<file path="src/rtl/core/psbf_pkg.sv">
`timescale 1ns / 1ps
`default_nettype none
// ----------------------------------------------------------------------------
// psbf_pkg: shared types and constants of the PNG stored-block framer
// Byte layout of one transaction run, CRC-32 and clamp helpers.
// ----------------------------------------------------------------------------
package psbf_pkg;

    localparam int MAX_WIDTH       = 21844;
    localparam int QUEUE_DEPTH_DEF = 4;

    localparam logic [31:0] CRC_POLY  = 32'hedb88320;
    localparam logic [16:0] ADLER_MOD = 17'd65521;

    localparam logic [63:0] PNG_SIG   = 64'h89504e470d0a1a0a;
    localparam logic [31:0] TYPE_IHDR = 32'h49484452;
    localparam logic [31:0] TYPE_IDAT = 32'h49444154;
    localparam logic [31:0] TYPE_IEND = 32'h49454e44;
    localparam logic [7:0]  ZLIB_CMF  = 8'h78;
    localparam logic [7:0]  ZLIB_FLG  = 8'h01;
    localparam logic [7:0]  BIT_DEPTH = 8'd8;
    localparam logic [7:0]  COLOR_RGB = 8'd2;

    // register byte addresses (bit 2 selects the register)
    localparam logic [2:0]  ADDR_WIDTH  = 3'd0;
    localparam logic [2:0]  ADDR_HEIGHT = 3'd4;

    typedef logic [6:0] pos_t;

    // position of each byte within the longest possible run
    localparam pos_t POS_SIG       = 7'd0;
    localparam pos_t POS_IHDR_LEN  = 7'd8;
    localparam pos_t POS_IHDR_TYPE = 7'd12;
    localparam pos_t POS_IMG_W     = 7'd16;
    localparam pos_t POS_IMG_H     = 7'd20;
    localparam pos_t POS_DEPTH     = 7'd24;
    localparam pos_t POS_COLOR     = 7'd25;
    localparam pos_t POS_IHDR_CRC  = 7'd29;
    localparam pos_t POS_IDAT_LEN  = 7'd33;
    localparam pos_t POS_IDAT_TYPE = 7'd37;
    localparam pos_t POS_ZLIB      = 7'd41;
    localparam pos_t POS_BLK       = 7'd43;
    localparam pos_t POS_FILTER    = 7'd48;
    localparam pos_t POS_PIX       = 7'd49;
    localparam pos_t POS_ADLER     = 7'd50;
    localparam pos_t POS_IDAT_CRC  = 7'd54;
    localparam pos_t POS_IEND_LEN  = 7'd58;
    localparam pos_t POS_IEND_TYPE = 7'd62;
    localparam pos_t POS_IEND_CRC  = 7'd66;
    localparam pos_t POS_END       = 7'd69;

    typedef struct packed {
        logic [7:0] pix;
        logic       hdr;        // first byte of a file: header goes first
        logic       row_start;  // block header and filter byte go first
        logic       last_row;   // BFINAL of this row
        logic       file_end;   // trailer goes after the pixel
    } psbf_item_t;

    function automatic logic [31:0] crc_byte(input logic [31:0] crc, input logic [7:0] b);
        logic [31:0] c;
        c = crc ^ {24'd0, b};
        for (int k = 0; k < 8; k++)
        begin
            c = (c >> 1) ^ (c[0] ? CRC_POLY : 32'd0);
        end
        return c;
    endfunction

    function automatic logic [14:0] clamp_width(input logic [14:0] w);
        logic [14:0] r;
        r = w;
        if (w == 15'd0)
        begin
            r = 15'd1;
        end
        else if (w > 15'(MAX_WIDTH))
        begin
            r = 15'(MAX_WIDTH);
        end
        return r;
    endfunction

    function automatic logic [14:0] clamp_height(input logic [14:0] h);
        return (h == 15'd0) ? 15'd1 : h;
    endfunction

endpackage
`default_nettype wire

</file>
<file path="src/rtl/core/psbf_front.sv">
`timescale 1ns / 1ps
`default_nettype none
// ----------------------------------------------------------------------------
// psbf_front: input side of the framer
// Accepts pixel bytes, tracks row and file position, tags each item.
// ----------------------------------------------------------------------------
module psbf_front
    import psbf_pkg::*;
(
    input  wire logic        clk,
    input  wire logic        rst_n,
    input  wire logic        pixel_valid,
    output      logic        pixel_ready,
    input  wire logic [7:0]  pixel_byte,
    input  wire logic [14:0] img_width,
    input  wire logic [14:0] img_height,
    input  wire logic        queue_full,
    output      logic        push,
    output      psbf_item_t  item
);

    logic        header_sent_reg, header_sent_next;
    logic [15:0] byte_in_row_reg, byte_in_row_next;
    logic [14:0] row_index_reg, row_index_next;

    logic [15:0] row_bytes;
    logic [15:0] bin_inc;
    logic        row_end;
    logic        last_row;

    assign pixel_ready = !queue_full;
    assign push        = pixel_valid && pixel_ready;

    always_comb
    begin
        row_bytes = {img_width, 1'b0} + {1'b0, img_width};
        bin_inc   = byte_in_row_reg + 16'd1;
        row_end   = bin_inc >= row_bytes;
        last_row  = ({1'b0, row_index_reg} + 16'd1) >= {1'b0, img_height};

        item.pix       = pixel_byte;
        item.hdr       = !header_sent_reg;
        item.row_start = byte_in_row_reg == 16'd0;
        item.last_row  = last_row;
        item.file_end  = row_end && last_row;

        header_sent_next = header_sent_reg;
        byte_in_row_next = byte_in_row_reg;
        row_index_next   = row_index_reg;
        if (push)
        begin
            header_sent_next = 1'b1;
            byte_in_row_next = bin_inc;
            if (row_end && last_row)
            begin
                header_sent_next = 1'b0;
                byte_in_row_next = 16'd0;
                row_index_next   = 15'd0;
            end
            else if (row_end)
            begin
                byte_in_row_next = 16'd0;
                row_index_next   = row_index_reg + 15'd1;
            end
        end
    end

    always_ff @(posedge clk or negedge rst_n)
    begin
        if (!rst_n)
        begin
            header_sent_reg <= 1'b0;
            byte_in_row_reg <= 16'd0;
            row_index_reg   <= 15'd0;
        end
        else
        begin
            header_sent_reg <= header_sent_next;
            byte_in_row_reg <= byte_in_row_next;
            row_index_reg   <= row_index_next;
        end
    end

endmodule
`default_nettype wire

</file>
<file path="src/rtl/core/psbf_fifo.sv">
`timescale 1ns / 1ps
`default_nettype none
// ----------------------------------------------------------------------------
// psbf_fifo: item queue between front and back
// Small register FIFO, head visible combinationally.
// ----------------------------------------------------------------------------
module psbf_fifo
    import psbf_pkg::*;
#(
    parameter int DEPTH = QUEUE_DEPTH_DEF
)
(
    input  wire logic       clk,
    input  wire logic       rst_n,
    input  wire logic       push,
    input  wire psbf_item_t wr_item,
    output      logic       full,
    output      logic       head_valid,
    output      psbf_item_t head,
    input  wire logic       pop
);

    localparam int PTR_W = (DEPTH > 1) ? $clog2(DEPTH) : 1;
    localparam int CNT_W = $clog2(DEPTH + 1);

    psbf_item_t       mem_reg [DEPTH];
    logic [PTR_W-1:0] wr_ptr_reg, wr_ptr_next;
    logic [PTR_W-1:0] rd_ptr_reg, rd_ptr_next;
    logic [CNT_W-1:0] count_reg, count_next;

    assign full       = count_reg == CNT_W'(DEPTH);
    assign head_valid = count_reg != '0;
    assign head       = mem_reg[rd_ptr_reg];

    always_comb
    begin
        wr_ptr_next = wr_ptr_reg;
        rd_ptr_next = rd_ptr_reg;
        count_next  = count_reg;
        if (push)
        begin
            wr_ptr_next = (wr_ptr_reg == PTR_W'(DEPTH - 1)) ? '0 : wr_ptr_reg + 1'b1;
        end
        if (pop)
        begin
            rd_ptr_next = (rd_ptr_reg == PTR_W'(DEPTH - 1)) ? '0 : rd_ptr_reg + 1'b1;
        end
        if (push && !pop)
        begin
            count_next = count_reg + 1'b1;
        end
        else if (pop && !push)
        begin
            count_next = count_reg - 1'b1;
        end
    end

    always_ff @(posedge clk)
    begin
        if (push)
        begin
            mem_reg[wr_ptr_reg] <= wr_item;
        end
    end

    always_ff @(posedge clk or negedge rst_n)
    begin
        if (!rst_n)
        begin
            wr_ptr_reg <= '0;
            rd_ptr_reg <= '0;
            count_reg  <= '0;
        end
        else
        begin
            wr_ptr_reg <= wr_ptr_next;
            rd_ptr_reg <= rd_ptr_next;
            count_reg  <= count_next;
        end
    end

endmodule
`default_nettype wire

</file>
<file path="src/rtl/core/psbf_back.sv">
`timescale 1ns / 1ps
`default_nettype none
// ----------------------------------------------------------------------------
// psbf_back: byte sequencer of the framer
// Walks each item's run one byte a cycle unless the output stalls, keeps CRC-32 and Adler-32.
// ----------------------------------------------------------------------------
module psbf_back
    import psbf_pkg::*;
(
    input  wire logic        clk,
    input  wire logic        rst_n,
    input  wire logic        head_valid,
    input  wire psbf_item_t  head,
    output      logic        pop,
    input  wire logic [14:0] img_width,
    input  wire logic [14:0] img_height,
    output      logic        file_valid,
    input  wire logic        file_ready,
    output      logic [7:0]  file_byte,
    output      logic        run_last,
    output      logic        file_end
);

    function automatic logic [7:0] be_pick(input logic [31:0] w, input logic [1:0] k);
        logic [7:0] r;
        unique case (k)
            2'd0: r = w[31:24];
            2'd1: r = w[23:16];
            2'd2: r = w[15:8];
            2'd3: r = w[7:0];
        endcase
        return r;
    endfunction

    logic        busy_reg, busy_next;
    pos_t        pos_reg, pos_next;
    logic [31:0] crc_reg, crc_next;
    logic [15:0] adler_lo_reg, adler_lo_next;
    logic [15:0] adler_hi_reg, adler_hi_next;
    logic [31:0] idat_len_reg;
    logic        out_valid_reg;
    logic [7:0]  out_byte_reg;
    logic        out_last_reg;
    logic        out_end_reg;

    logic [15:0] row_len;
    logic [16:0] row_len_p5;
    logic [31:0] idat_prod;
    pos_t        cur_pos;
    pos_t        end_pos;
    logic        is_last;
    logic        load;
    logic [7:0]  byte_val;
    logic        crc_en;
    logic        crc_restart;
    logic        data_en;
    logic [31:0] crc_base;
    logic [16:0] lo_sum;
    logic [15:0] lo_mod;
    logic [16:0] hi_sum;
    logic [15:0] hi_mod;

    assign row_len    = {img_width, 1'b0} + {1'b0, img_width} + 16'd1;
    assign row_len_p5 = {1'b0, row_len} + 17'd5;
    assign idat_prod  = {15'd0, row_len_p5} * {17'd0, img_height};

    assign file_valid = out_valid_reg;
    assign file_byte  = out_byte_reg;
    assign run_last   = out_last_reg;
    assign file_end   = out_end_reg;

    always_comb
    begin
        if (busy_reg)
        begin
            cur_pos = pos_reg;
        end
        else if (head.hdr)
        begin
            cur_pos = POS_SIG;
        end
        else if (head.row_start)
        begin
            cur_pos = POS_BLK;
        end
        else
        begin
            cur_pos = POS_PIX;
        end
        end_pos = head.file_end ? POS_END : POS_PIX;
        is_last = cur_pos == end_pos;
        load    = head_valid && (!out_valid_reg || file_ready);
        pop     = load && is_last;
    end

    // byte of the current position
    always_comb
    begin
        byte_val = 8'd0;
        if (cur_pos < POS_IHDR_LEN)
        begin
            byte_val = PNG_SIG[8*(7 - 3'(cur_pos)) +: 8];
        end
        else if (cur_pos < POS_IHDR_TYPE)
        begin
            byte_val = be_pick(32'd13, 2'(cur_pos - POS_IHDR_LEN));
        end
        else if (cur_pos < POS_IMG_W)
        begin
            byte_val = be_pick(TYPE_IHDR, 2'(cur_pos - POS_IHDR_TYPE));
        end
        else if (cur_pos < POS_IMG_H)
        begin
            byte_val = be_pick({17'd0, img_width}, 2'(cur_pos - POS_IMG_W));
        end
        else if (cur_pos < POS_DEPTH)
        begin
            byte_val = be_pick({17'd0, img_height}, 2'(cur_pos - POS_IMG_H));
        end
        else if (cur_pos == POS_DEPTH)
        begin
            byte_val = BIT_DEPTH;
        end
        else if (cur_pos == POS_COLOR)
        begin
            byte_val = COLOR_RGB;
        end
        else if (cur_pos < POS_IHDR_CRC)
        begin
            byte_val = 8'd0;    // compression, filter, interlace
        end
        else if (cur_pos < POS_IDAT_LEN)
        begin
            byte_val = be_pick(~crc_reg, 2'(cur_pos - POS_IHDR_CRC));
        end
        else if (cur_pos < POS_IDAT_TYPE)
        begin
            byte_val = be_pick(idat_len_reg, 2'(cur_pos - POS_IDAT_LEN));
        end
        else if (cur_pos < POS_ZLIB)
        begin
            byte_val = be_pick(TYPE_IDAT, 2'(cur_pos - POS_IDAT_TYPE));
        end
        else if (cur_pos == POS_ZLIB)
        begin
            byte_val = ZLIB_CMF;
        end
        else if (cur_pos < POS_BLK)
        begin
            byte_val = ZLIB_FLG;
        end
        else if (cur_pos == POS_BLK)
        begin
            byte_val = {7'd0, head.last_row};
        end
        else if (cur_pos == POS_BLK + 7'd1)
        begin
            byte_val = row_len[7:0];
        end
        else if (cur_pos == POS_BLK + 7'd2)
        begin
            byte_val = row_len[15:8];
        end
        else if (cur_pos == POS_BLK + 7'd3)
        begin
            byte_val = ~row_len[7:0];
        end
        else if (cur_pos == POS_BLK + 7'd4)
        begin
            byte_val = ~row_len[15:8];
        end
        else if (cur_pos == POS_FILTER)
        begin
            byte_val = 8'd0;    // filter type None
        end
        else if (cur_pos == POS_PIX)
        begin
            byte_val = head.pix;
        end
        else if (cur_pos < POS_IDAT_CRC)
        begin
            byte_val = be_pick({adler_hi_reg, adler_lo_reg}, 2'(cur_pos - POS_ADLER));
        end
        else if (cur_pos < POS_IEND_LEN)
        begin
            byte_val = be_pick(~crc_reg, 2'(cur_pos - POS_IDAT_CRC));
        end
        else if (cur_pos < POS_IEND_TYPE)
        begin
            byte_val = 8'd0;
        end
        else if (cur_pos < POS_IEND_CRC)
        begin
            byte_val = be_pick(TYPE_IEND, 2'(cur_pos - POS_IEND_TYPE));
        end
        else
        begin
            byte_val = be_pick(~crc_reg, 2'(cur_pos - POS_IEND_CRC));
        end
    end

    // checksum bookkeeping
    always_comb
    begin
        crc_en = (cur_pos >= POS_IHDR_TYPE && cur_pos < POS_IHDR_CRC)
              || (cur_pos >= POS_IDAT_TYPE && cur_pos < POS_IDAT_CRC)
              || (cur_pos >= POS_IEND_TYPE && cur_pos < POS_IEND_CRC);
        crc_restart = cur_pos == POS_IHDR_TYPE || cur_pos == POS_IDAT_TYPE
                   || cur_pos == POS_IEND_TYPE;
        data_en  = cur_pos == POS_FILTER || cur_pos == POS_PIX;
        crc_base = crc_restart ? 32'hffffffff : crc_reg;

        lo_sum = {1'b0, adler_lo_reg} + {9'd0, byte_val};
        lo_mod = (lo_sum >= ADLER_MOD) ? 16'(lo_sum - ADLER_MOD) : lo_sum[15:0];
        hi_sum = {1'b0, adler_hi_reg} + {1'b0, lo_mod};
        hi_mod = (hi_sum >= ADLER_MOD) ? 16'(hi_sum - ADLER_MOD) : hi_sum[15:0];

        busy_next     = busy_reg;
        pos_next      = pos_reg;
        crc_next      = crc_reg;
        adler_lo_next = adler_lo_reg;
        adler_hi_next = adler_hi_reg;
        if (load)
        begin
            busy_next = !is_last;
            pos_next  = cur_pos + 7'd1;
            if (crc_en)
            begin
                crc_next = crc_byte(crc_base, byte_val);
            end
            if (cur_pos == POS_SIG)
            begin
                adler_lo_next = 16'd1;
                adler_hi_next = 16'd0;
            end
            else if (data_en)
            begin
                adler_lo_next = lo_mod;
                adler_hi_next = hi_mod;
            end
        end
    end

    always_ff @(posedge clk)
    begin
        idat_len_reg <= idat_prod + 32'd6;
        if (load)
        begin
            out_byte_reg <= byte_val;
            out_last_reg <= is_last;
            out_end_reg  <= is_last && head.file_end;
        end
    end

    always_ff @(posedge clk or negedge rst_n)
    begin
        if (!rst_n)
        begin
            busy_reg      <= 1'b0;
            pos_reg       <= POS_SIG;
            crc_reg       <= 32'hffffffff;
            adler_lo_reg  <= 16'd1;
            adler_hi_reg  <= 16'd0;
            out_valid_reg <= 1'b0;
        end
        else
        begin
            busy_reg     <= busy_next;
            pos_reg      <= pos_next;
            crc_reg      <= crc_next;
            adler_lo_reg <= adler_lo_next;
            adler_hi_reg <= adler_hi_next;
            if (load)
            begin
                out_valid_reg <= 1'b1;
            end
            else if (file_ready)
            begin
                out_valid_reg <= 1'b0;
            end
        end
    end

endmodule
`default_nettype wire

</file>
<file path="src/rtl/core/png_stored_block_framer.sv">
`timescale 1ns / 1ps
`default_nettype none
// Items are queued; the back end sends each run through its output register. Throughput:
// one file byte per cycle unless file_ready stalls it; a run is 1 byte mid-row, 7 at a
// row start, 50 on the first pixel of a file, plus 20 trailer bytes on the last pixel.
// Pixels are taken every cycle while the item queue has room; long runs fill the queue.
// Reset: control state and checksums clear at once, width and height read back as 1.
// ----------------------------------------------------------------------------
// png_stored_block_framer: PNG file writer with stored deflate blocks
// RGB bytes in, complete PNG byte stream out, APB configuration port.
// ----------------------------------------------------------------------------
module png_stored_block_framer
    import psbf_pkg::*;
#(
    parameter int QUEUE_DEPTH = QUEUE_DEPTH_DEF
)
(
    input  wire logic        clk,
    input  wire logic        rst_n,
    // configuration
    input  wire logic        psel,
    input  wire logic        penable,
    input  wire logic        pwrite,
    input  wire logic [2:0]  paddr,
    input  wire logic [31:0] pwdata,
    output      logic [31:0] prdata,
    output      logic        pready,
    // pixel bytes
    input  wire logic        pixel_valid,
    output      logic        pixel_ready,
    input  wire logic [7:0]  pixel_byte,
    // file bytes
    output      logic        file_valid,
    input  wire logic        file_ready,
    output      logic [7:0]  file_byte,
    output      logic        run_last,
    output      logic        file_end
);

    logic [14:0] image_width_reg;
    logic [14:0] image_height_reg;
    logic        cfg_write;

    // clamped view of the registers, used by both halves
    logic [14:0] img_width;
    logic [14:0] img_height;

    logic        push;
    logic        queue_full;
    logic        head_valid;
    logic        pop;
    psbf_item_t  wr_item;
    psbf_item_t  head;

    // ------------------------------------------------------------------
    // APB registers: always ready, paddr[2] picks width or height
    // ------------------------------------------------------------------
    assign pready    = 1'b1;
    assign cfg_write = psel && penable && pwrite && pready;
    assign prdata    = (paddr[2] == ADDR_HEIGHT[2]) ? {17'd0, image_height_reg}
                                                    : {17'd0, image_width_reg};

    always_ff @(posedge clk or negedge rst_n)
    begin
        if (!rst_n)
        begin
            image_width_reg  <= 15'd1;
            image_height_reg <= 15'd1;
        end
        else if (cfg_write)
        begin
            if (paddr[2] == ADDR_WIDTH[2])
            begin
                image_width_reg <= pwdata[14:0];
            end
            else
            begin
                image_height_reg <= pwdata[14:0];
            end
        end
    end

    // zero acts as one; width is also capped so a row fits a stored block
    assign img_width  = clamp_width(image_width_reg);
    assign img_height = clamp_height(image_height_reg);

    // ------------------------------------------------------------------
    // Front: accept and tag each pixel transaction with what goes around it
    // ------------------------------------------------------------------
    psbf_front u_front (
        .clk         (clk),
        .rst_n       (rst_n),
        .pixel_valid (pixel_valid),
        .pixel_ready (pixel_ready),
        .pixel_byte  (pixel_byte),
        .img_width   (img_width),
        .img_height  (img_height),
        .queue_full  (queue_full),
        .push        (push),
        .item        (wr_item)
    );

    // ------------------------------------------------------------------
    // Queue: lets pixels keep flowing while the back end sends headers
    // ------------------------------------------------------------------
    psbf_fifo #(
        .DEPTH (QUEUE_DEPTH)
    ) u_fifo (
        .clk        (clk),
        .rst_n      (rst_n),
        .push       (push),
        .wr_item    (wr_item),
        .full       (queue_full),
        .head_valid (head_valid),
        .head       (head),
        .pop        (pop)
    );

    // ------------------------------------------------------------------
    // Back: byte sequencer with CRC-32, Adler-32 and the output register
    // ------------------------------------------------------------------
    psbf_back u_back (
        .clk        (clk),
        .rst_n      (rst_n),
        .head_valid (head_valid),
        .head       (head),
        .pop        (pop),
        .img_width  (img_width),
        .img_height (img_height),
        .file_valid (file_valid),
        .file_ready (file_ready),
        .file_byte  (file_byte),
        .run_last   (run_last),
        .file_end   (file_end)
    );

endmodule
`default_nettype wire

</file>
<file path="config.mk">
export PLATFORM = sky130hd
export DESIGN_NAME = png_stored_block_framer
export DESIGN_NICKNAME = d
export VERILOG_FILES = /design/src/rtl/core/psbf_pkg.sv /design/src/rtl/core/psbf_front.sv /design/src/rtl/core/psbf_fifo.sv /design/src/rtl/core/psbf_back.sv /design/src/rtl/core/png_stored_block_framer.sv
export SDC_FILE = /design/constraint.sdc
export NUM_CORES = 1
export LEC_CHECK = 0
export BUFFER_PORTS_ARGS = -buffer_cell sky130_fd_sc_hd__buf_2
export CAP_MARGIN = 30
export CORE_MARGIN = 2
export CORE_UTILIZATION = 55
export DETAILED_ROUTE_END_ITERATION = 8
export PLACE_DENSITY_LB_ADDON = 0.12
export SYNTH_ARGS = -nofsm -noshare
export SYNTH_HDL_FRONTEND = slang
export SYNTH_SLANG_ARGS = --single-unit
</file>
<file path="constraint.sdc">
create_clock -name clk -period 14 [get_ports clk]
set_input_delay 2.8 -clock clk [delete_from_list [all_inputs] [get_ports clk]]
set_output_delay 2.8 -clock clk [all_outputs]
set_load 0.05 [all_outputs]
</file>
# Yosys cells after proc, flatten, opt, wreduce, memory -nomap -nowiden
# Memories as Yosys holds them, arrays and structs flattened.
# Cells that the tools add are included.
totals:
  register_bits: 184
  in_bits: 50
  out_inout_bits: 45
  elab_cells: 257
  n_memories: 1
  ramBits: 48
memory_table:
  columns: ["name", "words", "width", "rd", "rd_clocked_by_memory_dff", "wr", "line", "source"]
  rows:
  - ["u_fifo.mem_reg", 4, 12, 1, 0, 1, "psbf_fifo.sv:26", "psbf_item_t mem_reg [DEPTH];"]
classes:
  mul: 1
  n_shift: 1
  muxes: 71
  bitwise_logic: 13
  eq_ne: 50
  add_sub_neg: 28
  magnitude_cmp: 22
  n_reduce_logical: 52
ops:
  columns: ["operator", "count"]
  rows:
  - ["$mux W32", 9]
  - ["$pmux W8 S4", 8]
  - ["$xor A31 B32 Y32", 8]
  - ["$mux W8", 24]
  - ["$mux W16", 8]
  - ["$mux W15", 6]
  - ["$eq A7 B6 Y1 const B", 10]
  - ["$shiftx A64 B33 Y8 const A", 1]
  - ["$lt A7 B6 Y1 const B", 7]
  - ["$eq A2 B2 Y1 const B", 24]
  - ["$pmux W8 S3", 2]
  - ["$ge A17 B16 Y1 const B", 2]
  - ["$add A16 B1 Y16 const B", 2]
  - ["$add A32 B3 Y32 const B", 1]
  - ["$mul A17 B15 Y32", 1]
  - ["$not A32 Y32", 1]
  - ["$sub A16 B16 Y16 const B", 2]
  - ["$xor A32 B8 Y32", 1]
  - ["$logic_not A15 Y1", 2]
  - ["$lt A7 B5 Y1 const B", 4]
  - ["$eq A2 B1 Y1 const B", 11]
  - ["$logic_not A2 Y1", 11]
  - ["$add A16 B16 Y17", 1]
  - ["$add A16 B3 Y17 const B", 1]
  - ["other kinds (41)", 91]

# Logic depth before layout (Yosys ltp)
# An unclocked memory read counts as a cell.
depth:
  depth_word: 48
  depth_mapped: 53
  ltp_nobuf: 50

# By module
# Synthesis repeated with hierarchy kept, for this count alone.
hier_totals:
  cells_unflattened: 2985
  hier_area_um2: 26414.1
modules_own_cells:
  columns: ["module", "seq_area_each_um2", "cells_each", "area_each_um2", "n_inst"]
  rows:
  - ["psbf_back", 2808.9, 2308, 19058.3, 1]
  - ["psbf_front", 800.8, 427, 3427.0, 1]
  - ["psbf_fifo", 1616.6, 100, 2177.1, 1]
  - ["png_stored_block_framer", 753.2, 150, 1751.7, 1]

# Worst setup path after synthesis
# Ideal clock, no wire load.
synth_path:
  kind: "register to register"
  startpoint: "register image_width_reg[0]"
  endpoint: "register u_back.adler_hi_reg[13]"
  stages_incl_launch_ff: 51
  required_ns: 13.860
  path_buffers: 3
  slack_ns: 2.699
  arrival_ns: 11.161
  period_less_slack_ns: 11.301
  setup_time_ns: 0.140
  path_cell_list: "dfstp_2 -> o211ai_1 -> a211oi_1 -> o31ai_2 -> clkbuf_1 -> ha_1 -> inv_1 -> fa_1 -> buf_2 -> or3b_1 -> a2111o_1 -> a211oi_4 -> nand4_4 -> xnor2_1 -> a21oi_1 -> o221ai_1 -> a41oi_1 -> a311oi_4 -> [15 not listed] -> ha_1 -> inv_1 -> fa_1 -> nand3b_1 -> a21boi_0 -> o21ai_0 -> a21o_1 -> a21oi_1 -> o21a_1 -> nor2_1 -> xnor2_1 -> nand3_1 -> a2111o_1 -> or4b_2 -> clkbuf_1 -> a2111oi_0 -> xnor2_1 -> o22ai_1"
synth_between:
  elab_chain_cells: 32
  word_cells_on_any_way: 37
  classes_between: "6 x add/sub; 3 x order compare; 25 x mux; 2 x bitwise; 1 x reduce/logical"
synth_lines:
  columns: ["item", "line", "source"]
  rows:
  - ["from (decl)", "png_stored_block_framer.sv:40", "logic [14:0] image_width_reg;"]
  - ["from (signal assigned)", "png_stored_block_framer.sv:74", "image_width_reg <= pwdata[14:0];"]
  - ["$gt A15 B15 Y1", "psbf_pkg.sv:77", "else if (w > 15'(MAX_WIDTH))"]
  - ["$mux W15", "psbf_pkg.sv:77", null]
  - ["$mux W15 *", "psbf_pkg.sv:73", "if (w == 15'd0)"]
  - ["$add A16 B15 Y16", "psbf_back.sv:63", "assign row_len = {img_width, 1'b0} + {1'b0, img_width} + 16'd1;"]
  - ["$add A16 B1 Y16", "psbf_back.sv:63", null]
  - ["$not A8 Y8", "psbf_back.sv:170", "byte_val = ~row_len[15:8];"]
  - ["$mux W8", "psbf_back.sv:168", "else if (cur_pos == POS_BLK + 7'd4)"]
  - ["$mux W8", "psbf_back.sv:164", "else if (cur_pos == POS_BLK + 7'd3)"]
  - ["[16 not listed]", null, null]
  - ["net u_back.byte_val[0]", "psbf_back.sv:53", "logic [7:0] byte_val;"]
  - ["$add A16 B8 Y17 *", "psbf_back.sv:213", "lo_sum = {1'b0, adler_lo_reg} + {9'd0, byte_val};"]
  - ["$sub A16 B16 Y16 / $ge A17 B16 Y1 (equally long branches)", "psbf_back.sv:214", "lo_mod = (lo_sum >= ADLER_MOD) ? 16'(lo_sum - ADLER_MOD) : lo_sum[15:0];"]
  - ["$mux W16 *", "psbf_back.sv:214", null]
  - ["$add A16 B16 Y17 *", "psbf_back.sv:215", "hi_sum = {1'b0, adler_hi_reg} + {1'b0, lo_mod};"]
  - ["$sub A16 B16 Y16 / $ge A17 B16 Y1 (equally long branches)", "psbf_back.sv:216", "hi_mod = (hi_sum >= ADLER_MOD) ? 16'(hi_sum - ADLER_MOD) : hi_sum[15:0];"]
  - ["$mux W16 *", "psbf_back.sv:216", null]
  - ["$mux W16 *", "psbf_back.sv:236", "else if (data_en)"]
  - ["$mux W16 *", "psbf_back.sv:231", "if (cur_pos == POS_SIG)"]
  - ["to (signal assigned)", "psbf_back.sv:272", "adler_hi_reg <= adler_hi_next;"]
  - ["to (decl)", "psbf_back.sv:39", "logic [15:0] adler_hi_reg, adler_hi_next;"]
# Mark *: on every way through the listed nets, which the timed path passes. The rest lies on a longest branch. The select of a mux whose other input is x is not followed.
# A chain may end at the register's enable or synchronous reset.

# Worst setup path after layout
layout_path:
  startpoint: "register image_width_reg[14]"
  endpoint: "register u_back.adler_hi_reg[13]"
# Same word-level chain as after synthesis.

==> impl_metrics.tcl <==
set metrics [dict create \
    status "completed" \
    synth_edf_count 58 \
    design_area_um2 27700 \
    synth_top_area_share 0.155 \
    die_w_um 220 \
    tns_ns 0 \
    cp.required_ns 14.43 \
    place.gp.congestion 0.940 \
    grt_max_degree 86 \
    worstReg2RegEnd "u_back.adler_hi_reg[13]$_DFFE_PN0P_" \
    cp_slowest_stage_delay_ns 0.84 \
    cp_top_family "compound AO/OA/AOI/OAI gates" \
    largest_register_ffs 48 \
    yosysMostFrequentCell "nand2_1" \
    slowest_stage "or4b_2" \
    timing.final.max_slew_violations 0 \
    overflow 0 \
    gr-usage-met3 0.0529 \
    synthesis.area_um2 25600 \
    drc 0 \
    cap_violations 0 \
    busiest_layer "met2" \
    use_met2 0.517 \
    holdPathStages 2 \
    post_dp_cell_area_um2 26500 \
    skew_ns 0.0192 \
    postCtsSetupBuffers 0 \
    reg2reg_depth 49 \
    dpl.hpwl_mm 56.8 \
    worstHoldStart "u_back.crc_reg[7]$_DFFE_PN1P_" \
    dr_total_vias 21200 \
    min_period_ns 13.00 \
    whs_endpoint "u_back.crc_reg[7]$_DFFE_PN1P_" \
    fp-row-count 79 \
    nets 3292 \
    first_pass_iters 8 \
    grt_use_total 0.316 \
    relSlewSlack 0.340 \
    hold_viol 0 \
    seq_area_frac_synth 0.233 \
    portBuffers 57 \
    grt.met1_usage 0.425 \
    avgSynthCellArea_um2 8.97 \
    wl_per_cell_um 21.7 \
    rrSetupSlack_ns 1.00 \
    path_class "reg2reg" \
    areaGrowthSynthToFinish_pct 8.03 \
    grt_pass1_vias 21000 \
    ant_nets 0 \
    clock_latency_ns 0.58 \
    critical_path_buf_inv_count 5 \
    place_ws_ns 0.881 \
    hp-class "reg2reg" \
    ys_ff_latch 232 \
    reg2reg_from "image_width_reg[14]$_DFFE_PN0P_" \
    die_y_um 220 \
    rsz0062_at_grt "no" \
    numCtsBuffers 28 \
    setup_ws_ns 1.00 \
    cts.sinks 232 \
    start_util 0.554 \
    cp_max_fo 15 \
    critPathLaunchType "flop" \
    antenna_found_initial 1 \
    yosys_warnings 0 \
    cts_root_buf "clkbuf_16" \
    vias_per_cell 6.08 \
    ys.flop_type "dfrtp_1" \
    drtIter0Drc 2078 \
    h-tree-depth 1 \
    endpoint_kind "flop" \
    drive_gt1_frac 0.120 \
    pin_count 95 \
    yosys-top-cells-area "fa_1 16%, dfrtp_1 10%, ha_1 9.3%" \
    final.period_utilization 0.928 \
    synth_top_cell_by_area "fa_1" \
    clock_path_buffers 3 \
    fp.dieArea_um2 48300 \
    cts.clk_slew.worst_paths_ns 0.06 \
    coreArea_um2 46300 \
    setup_viol 0 \
    grt_pass1_wl_mm 118 \
    worstMarginPinSlew_ns 0.987 \
    synth_cell_types 113 \
    yosys-top-cells-count "348 x nand2_1, 272 x inv_1, 199 x fa_1" \
    fmax_mhz 77.0 \
    synthArstFlopShare 0.612 \
    cts_tree "yes" \
    crit_arrival_ns 13.42 \
    drt-total-wl_mm 75.5 \
    netlist_instances 2858 \
]
==> metrics by stage <==
stage          hold WS [ns]   util  std cells
6_report              0.490  0.598       3483
5_1_grt               0.508  0.598       3482
4_1_cts               0.492  0.598       3481
3_5_place_dp          0.483  0.573       3429
3_3_place_gp          0.472  0.572       3427
2_1_floorplan         0.450      -       2874
==> how the worst max path moves through the flow <==
stage	startpoint	to	slack, ns	cells after the start
after global placement	image_width_reg[14]$_DFFE_PN0P_	u_back.adler_hi_reg[13]$_DFFE_PN0P_	1.03	49
after global routing	image_width_reg[14]$_DFFE_PN0P_	u_back.adler_hi_reg[13]$_DFFE_PN0P_	0.08	49
after detailed placement	image_width_reg[14]$_DFFE_PN0P_	u_back.adler_hi_reg[13]$_DFFE_PN0P_	0.88	49
after CTS	image_width_reg[14]$_DFFE_PN0P_	u_back.adler_hi_reg[13]$_DFFE_PN0P_	0.80	49
after floorplan	image_width_reg[0]$_DFFE_PN1P_	u_back.adler_hi_reg[13]$_DFFE_PN0P_	2.70	50
final	image_width_reg[14]$_DFFE_PN0P_	u_back.adler_hi_reg[13]$_DFFE_PN0P_	1.00	49
==> per-layer routing <==
layer / wire (um) / vias to the layer above
met5: 0 / -
met4: 2650 / 0
met3: 6370 / 145
met2: 35100 / 903
met1: 31500 / 10400
li1: - / 9751
==> final cells by class <==
class | instances | area (um2)
flip-flops and latches | 232 | 5980
clock inverters | 15 | 265
clock buffers | 37 | 892
inverters | 281 | 1050
fillers | 4062 | 18600
repair buffers | 108 | 697
multi-input cells | 2202 | 18000
well taps | 607 | 759
diodes | 1 | 2.50
==> placed cells by master, fill, tap and decap left out, types with 18 or more instances in the layout <==
cell / n
nor3_1: 59
nor2_1: 180
and3_1: 26
xor2_1: 58
edfxtp_1: 58
nand2_1: 348
dfxtp_1: 32
dfstp_2: 35
ha_1: 190
fa_1: 199
xnor2_1: 128
buf_2: 56
a21oi_1: 97
dfrtp_1: 107
o21ai_1: 18
nor4_1: 26
nor2b_1: 33
and2_1: 89
o21ai_0: 142
nand2b_1: 22
o22ai_1: 27
a31oi_1: 20
inv_1: 272
o31ai_1: 19
mux2_2: 47
a21o_1: 38
conb_1: 18
clkbuf_16: 34
nand3_1: 51
buf_4: 48
or3_1: 20
==> cell families after synthesis <==
family,after synthesis,share of synthesized area
flip-flops,232,0.233
other,2,0.000293
AND/OR/NAND/NOR,921,0.173
buffers and inverters,440,0.0682
adder cells (fa/ha/maj),389,0.248
XOR/XNOR,214,0.0821
AO/OA/AOI/OAI,588,0.159
multiplexers,72,0.0363
==> tightest hold or removal path, stage by stage (launching register included) <==
cell	delay, ns
dfstp_2	0.38
nand2_1	0.05
o21ai_1	0.05
==> what timing repair did <==
item	CTS	global route
hold buffers	0	0
endpoints found under the setup margin	0	5
gates resized for setup	0	2
Power is not shown: default switching activity piles up to over one toggle a cycle in this logic, so the estimate is an artifact.
